--- config.mk ---
export PLATFORM = sky130hd
export DESIGN_NAME = cau_finish
export DESIGN_NICKNAME = d
export VERILOG_FILES = /design/src/rtl/cau_pkg.sv /design/src/rtl/cau_finish.sv
export SDC_FILE = /design/constraint.sdc
export NUM_CORES = 1
export LEC_CHECK = 0
export ABC_AREA = 1
export CORE_AREA = 2 2 221 223
export DETAILED_ROUTE_END_ITERATION = 8
export DIE_AREA = 0 0 223 225
export DONT_BUFFER_PORTS = 1
export SLEW_MARGIN = 10
export SYNTH_ARGS = -nofsm -noshare
export SYNTH_HDL_FRONTEND = slang
export SYNTH_SLANG_ARGS = --single-unit
export TNS_END_PERCENT = 1
--- constraint.sdc ---
create_clock -name clk -period 0.8 [get_ports clk]
set_input_delay 0.12 -clock clk [delete_from_list [all_inputs] [get_ports clk]]
set_output_delay 0.12 -clock clk [all_outputs]
set_load 0.01 [all_outputs]
--- src/rtl/cau_pkg.sv ---
// ---------------------------------------------------------------------------
// Complex arithmetic unit package
// Shared operation codes, the item record that travels down the cell row,
// and the saturation helpers.
// ---------------------------------------------------------------------------
package cau_pkg;

    localparam int FRAC_BITS_DEF = 16;
    localparam int DATA_W        = 32;
    localparam int PROD_W        = 64;
    localparam int REM_W         = 96;
    localparam int ROOT_W        = 32;

    typedef enum logic [2:0] {
        CMD_ADD  = 3'd0,
        CMD_SUB  = 3'd1,
        CMD_MUL  = 3'd2,
        CMD_DIV  = 3'd3,
        CMD_CONJ = 3'd4,
        CMD_MAG  = 3'd5,
        CMD_LT   = 3'd6,
        CMD_EQ   = 3'd7
    } cmd_t;

    typedef struct packed {
        cmd_t               cmd;
        logic [DATA_W-1:0]  res_re;
        logic [DATA_W-1:0]  res_im;
        logic               cmp;
        logic               sat;
        logic               dz;
        logic               neg_re;
        logic               neg_im;
        logic               ovf_re;
        logic               ovf_im;
        logic [REM_W-1:0]   rem_re;
        logic [REM_W-1:0]   rem_im;
        logic [PROD_W-1:0]  den;
        logic [DATA_W-1:0]  q_re;
        logic [DATA_W-1:0]  q_im;
        logic [PROD_W-1:0]  sq_rem;
        logic [ROOT_W-1:0]  sq_root;
    } item_t;

    // Clips a sign and magnitude value; bit 32 of the result is the clip flag.
    function automatic logic [DATA_W:0] clip_mag(input logic [PROD_W-1:0] mag,
                                                 input logic neg);
        logic [DATA_W-1:0] lo;
        logic [DATA_W:0]   r;
        lo = mag[DATA_W-1:0];
        if (neg) begin
            if (mag > PROD_W'(64'h8000_0000)) begin
                r = {1'b1, 32'h8000_0000};
            end else begin
                r = {1'b0, (~lo) + 32'd1};
            end
        end else begin
            if (mag > PROD_W'(64'h7FFF_FFFF)) begin
                r = {1'b1, 32'h7FFF_FFFF};
            end else begin
                r = {1'b0, lo};
            end
        end
        return r;
    endfunction

    // Clips a 33-bit two's complement value; bit 32 of the result is the clip flag.
    function automatic logic [DATA_W:0] clip_s33(input logic [DATA_W:0] s);
        logic [DATA_W:0] r;
        if (s[DATA_W] != s[DATA_W-1]) begin
            r = s[DATA_W] ? {1'b1, 32'h8000_0000} : {1'b1, 32'h7FFF_FFFF};
        end else begin
            r = {1'b0, s[DATA_W-1:0]};
        end
        return r;
    endfunction

endpackage

--- src/rtl/cau_finish.sv ---
// ---------------------------------------------------------------------------
// Complex arithmetic unit output stage
// Clips the quotients and the root and holds the result item for the
// receiving side.
// ---------------------------------------------------------------------------
module cau_finish (
    input  logic                clk,
    input  logic                rst_n,
    input  logic                en,
    input  logic                prev_valid,
    input  cau_pkg::item_t      prev_item,
    output logic                valid,
    output logic signed [31:0]  result_re,
    output logic signed [31:0]  result_im,
    output logic                compare_true,
    output logic                divide_by_zero,
    output logic                saturated
);

    logic        valid_reg;
    logic [31:0] re_reg, im_reg, re_next, im_next;
    logic        cmp_reg, dz_reg, sat_reg, cmp_next, dz_next, sat_next;
    logic [32:0] d_re, d_im, root_c;

    always_comb
    begin
        d_re = prev_item.ovf_re
             ? (prev_item.neg_re ? {1'b1, 32'h8000_0000} : {1'b1, 32'h7FFF_FFFF})
             : cau_pkg::clip_mag(64'(prev_item.q_re), prev_item.neg_re);
        d_im = prev_item.ovf_im
             ? (prev_item.neg_im ? {1'b1, 32'h8000_0000} : {1'b1, 32'h7FFF_FFFF})
             : cau_pkg::clip_mag(64'(prev_item.q_im), prev_item.neg_im);
        root_c = cau_pkg::clip_mag(64'(prev_item.sq_root), 1'b0);

        re_next  = prev_item.res_re;
        im_next  = prev_item.res_im;
        cmp_next = prev_item.cmp;
        dz_next  = 1'b0;
        sat_next = prev_item.sat;
        if (prev_item.cmd == cau_pkg::CMD_DIV) begin
            if (prev_item.dz) begin
                re_next  = '0;
                im_next  = '0;
                dz_next  = 1'b1;
                sat_next = 1'b0;
            end else begin
                re_next  = d_re[31:0];
                im_next  = d_im[31:0];
                sat_next = d_re[32] | d_im[32];
            end
        end else if (prev_item.cmd == cau_pkg::CMD_MAG) begin
            re_next  = root_c[31:0];
            im_next  = '0;
            sat_next = root_c[32];
        end
    end

    always_ff @(posedge clk or negedge rst_n)
    begin
        if (!rst_n) begin
            valid_reg <= 1'b0;
        end else if (en) begin
            valid_reg <= prev_valid;
        end
    end

    always_ff @(posedge clk)
    begin
        if (en) begin
            re_reg  <= re_next;
            im_reg  <= im_next;
            cmp_reg <= cmp_next;
            dz_reg  <= dz_next;
            sat_reg <= sat_next;
        end
    end

    assign valid          = valid_reg;
    assign result_re      = re_reg;
    assign result_im      = im_reg;
    assign compare_true   = cmp_reg;
    assign divide_by_zero = dz_reg;
    assign saturated      = sat_reg;

endmodule

Yosys cells after proc, flatten, opt, wreduce, memory -nomap -nowiden
Cells that the tools add are included.

Register bits: 68. Output and inout bits: 68. Input port bits: 494.

Magnitude comparators: 5. Bitwise gates (word level): 3. Multiplexer cells: 21. Equality and inequality tests: 2. Add/sub/neg operators: 2.

Operators by type and width (count): $mux W33 (9); $mux W32 (8); $gt A32 B31 Y1 const B (3); $add A32 B1 Y32 const B (2); $gt A32 B32 Y1 const B (2); $not A32 Y32 (2); $mux W1 (4); $eq A3 B2 Y1 const B (1); $eq A3 B3 Y1 const B (1); $or A1 B1 Y1 (1).

Logic depth before layout (Yosys ltp)
Depth after elaboration: 8. Mapped depth: 13. Mapped depth without buffers: 12.

Worst setup path after synthesis
Ideal clock, no wire load.

Kind: in2reg. Start point: input port prev_item[128] in the netlist's numbering. End point: register re_reg[22], in the netlist result_re[22], data pin. Required time: 0.670 ns. Path slack: -0.660 ns. Setup time: 0.130 ns. Arrival: 1.330 ns. Stages on the path: 13. Cell sequence: inv_1 > ha_1 > nand3_4 > nor2_4 > nand2_4 > clkinv_2 > nand2_2 > nand2_4 > buf_12 > nand3_2 > nand2_1 > nand2_1 > nand2_1.

Longest elaborated chain between the ends: 7. Elaborated cells on any way between the ends: 10. Classes of those cells: add/sub (1); order compare (2); mux (6); bitwise (1).

Ends and longest elaborated chain: from (decl) (RTL line cau_finish.sv:11) `input cau_pkg::item_t prev_item,`; $not A32 Y32 (RTL line cau_pkg.sv:55) `r = {1'b0, (~lo) + 32'd1};`; $add A32 B1 Y32 (RTL line cau_pkg.sv:55); $mux W33 (RTL line cau_pkg.sv:52) `if (mag > PROD_W'(64'h8000_0000)) begin`; $mux W33 * (RTL line cau_pkg.sv:51) `if (neg) begin`; $mux W33 * (RTL line cau_finish.sv:28) `? (prev_item.neg_re ? {1'b1, 32'h8000_0000} : {1'b1, 32'h7FFF_FFFF})`; $mux W32 * (RTL line cau_finish.sv:41) `if (prev_item.dz) begin`; $mux W32 * (RTL line cau_finish.sv:40) `if (prev_item.cmd == cau_pkg::CMD_DIV) begin`; named net re_next[22] (RTL line cau_finish.sv:21) `logic [31:0] re_reg, im_reg, re_next, im_next;`; to (signal assigned) (RTL line cau_finish.sv:70) `re_reg <= re_next;`; to (decl) (RTL line cau_finish.sv:21).

The timed path passes the listed nets; every way through them passes the cells marked *. A chain may end at the register's enable or synchronous reset.

Worst setup path after layout
Start point: input port prev_item[141] in the netlist's numbering. End point: register re_reg[19], in the netlist result_re[19], data pin.

Same word-level chain as after synthesis.

==> impl_metrics.ini <==
[outcome]
status = finished with violations
violations = hold timing, setup timing

[placement]
dp_hpwl_mm = 26.95
place_congestion = 0.8718
dp_slack_ps = -1032
dp_cells = 1728
port_buffers = 0

[logic_synthesis]
netlist_area_sq_mm = 0.006411
ys_ff_latch = 68
synth_top_area_share_pct = 31.38
synthCells = 1013
ys_seq_area_share_pct = 31.77
syn-num-nets = 1509
synth.distinct_cells = 35
synth_top_area_cell = edfxtp_1
yosys_warnings = 0
synthTopCellsByArea = edfxtp_1 31%, nand2_1 21%, nor2_1 9.0%
synth_area_per_cell_sq_um = 6.329

[finish]
nets = 1674
multi_input_area_sq_mm = 0.004431
final_cells = 1800
final_common_cell = nand2_1
fin_util_pct = 20.56
seq_area_sq_mm = 0.002037
fillers = 5301
drive_gt1_share_pct = 30.60
mostFrequentLayoutCells = 314 x nand2_1, 136 x buf_4, 95 x nor2_1
area_delta_synth_final_pct = 52.48

[setup_path]
crit_required_ps = 910
reg2reg_slack_ps = 40
crit_fanout = 3
critPathKind = primary input to flop
worstPathArrival_ps = 1200
setup.worst_path.end_class = flop
startpoint_type = primary input

[route]
ant_nets = 0
drtIter0Drc = 403
drc = 0
dr.pass1.iters = 5
viasPerCell = 4.132
via_count = 7437
wl_per_cell_um = 18.81
postRouteWirelength_mm = 33.85

[power]
vdd_ir_drop_max_mv = 0.9402
power.total_w = 0.01138
p_int_w = 0.007669
swShare_pct = 32.61
clockPowerShare_pct = 35.1
switchingPower_w = 0.003710
power_density_mw_per_mm2 = 1164
power.share.sequential_pct = 42.4
p_comb_share_pct = 22.5
p_leak_nw = 4.085

[clock_tree]
path_clk_slew_ps = 70
root_buffer = clkbuf_16
hold_buffers = 37
insertion_delay_ps = 350
cts.sinks = 68
clockBufferDepth = 2
numCtsBuffers = 9
tritoncts = yes
htree_levels = 3

[die]
design.core.area_sq_mm = 0.04755
die_width_um = 223
die_h_um = 225
row_count = 80
die_area_sq_mm = 0.05018
start_util_pct = 13.48
pin_count = 562

[global_routing]
grt_pass1_wl_mm = 47.46
overflow = 0
grt_max_degree = 69
grt_util_all_layers_pct = 13.08
grt_pass1_vias = 7312
grt_antenna_before_repair = 1

[sta]
tightest_slew_ps = 297.0
period_needed_ps = 1084
finalHoldViolations = 67
grt_setup_unrepaired = true
holdWs_ps = -131.3
max_freq_mhz = 922.8
drv_slew = 0
finalSetupViolations = 133
slew-limit-headroom_pct = 79.99
fin_crit_sh_pct = 135.5
skew_ps = 0
worst_slack_ps = -283.6

[min_path]
hp-class = primary input to flop

[run]
max-cap-violations = 0
-- power by group through the flow --
stage | Combinational [W] | Clock (W) | Sequential [W]
after floorplan | 0.00130 | 0 | 0.00469
after global placement | 0.00215 | 0 | 0.00496
after detailed placement | 0.00218 | 0 | 0.00494
after CTS | 0.00244 | 0.00423 | 0.00488
after global routing | 0.00282 | 0.00428 | 0.00487
final | 0.00256 | 0.00400 | 0.00482
-- critical path, stage by stage --
cell and delay [ps]:
nor2_2 130, buf_4 130, nand2_2 70, nor2_2 200, nand2_2 100, nor2_1 130, nand2_1 60, nand3_1 70
nand2_1 60, nand2_2 70, nand2_2 50
-- cell usage after synthesis --
library cell,count
buf_6,3
o31ai_1,1
buf_2,7
clkinv_1,1
o21ai_1,9
nor2_1,153
nor2_4,10
nand3_4,1
a31oi_1,45
dfrtp_1,1
o21ai_0,64
o21ai_2,3
nor4_1,1
mux2_2,2
nor2_8,1
inv_2,2
buf_4,1
clkbuf_1,36
nand3_2,10
ha_1,2
edfxtp_1,67
buf_1,1
nor2_2,6
nand2_2,4
xor2_1,25
inv_1,75
clkinv_2,2
buf_12,1
nand3_1,84
nor3_1,3
nand2_4,5
nand2_1,365
nand3b_1,4
a21oi_1,7
nand4_1,11
-- layout make-up --
cell class                      instances  share of cell area (%)
Sequential cell                        68                   20.84
Timing Repair Buffer                  203                   19.49
Inverter                               80                   3.597
Clock buffer                           10                   2.342
Tap cell                              615                   7.871
Clock inverter                          6                  0.4864
Multi-Input combinational cell        816                   45.32
Antenna cell                            2                 0.05120
-- per-stage QoR --
step,setup TNS [ps],cell area (sq um)
2_1_floorplan,-29960,6494
5_1_grt,-30300,9771
3_5_place_dp,-60070,8335
3_3_place_gp,-60900,8335
4_1_cts,-25990,9310
6_report,-22760,9776
-- kinds of logic (layout without fill, tap and decap cells) --
| group | Yosys count | count (layout) | synth area share (%) |
|---|---|---|---|
| compound gates | 129 | 129 | 11.16 |
| xor+xnor | 25 | 25 | 3.415 |
| fa+ha+maj | 2 | 2 | 0.3903 |
| buf+inv | 129 | 299 | 8.392 |
| flops | 68 | 68 | 31.77 |
| mux | 2 | 2 | 0.3513 |
| other cells | 0 | 2 | 0 |
| simple gates | 658 | 658 | 44.52 |
-- repair_timing --
item | CTS | global route
hold endpoints to repair | 103 | 68
pin swaps | 25 | 41
setup endpoints to repair | 133 | 133
setup buffers | 8 | 7
gates resized for setup | 83 | 92
gates cloned | 0 | 2
-- final timing paths --
kind / start / to / cells after the start
hold / removal: en / result_im[24] / 0
max in group asynchronous: rst_n / valid / 2
setup / recovery: prev_item[141] / result_re[19] / 11
setup reg to reg: valid / valid / 1
min in group asynchronous: rst_n / valid / 2
hold reg to reg: valid / valid / 1
-- routing by layer --
metal	part of all wire (%)	vias up	wire (um)	GRT usage, %
li1	-	3641	-	-
met1	42	3428	14160	16.16
met2	47	341	15940	21.88
met3	9.6	27	3237	4.433
met4	1.5	0	512	3.096
met5	0	-	0	0
No activity file was read; power rests on OpenSTA's default activity.
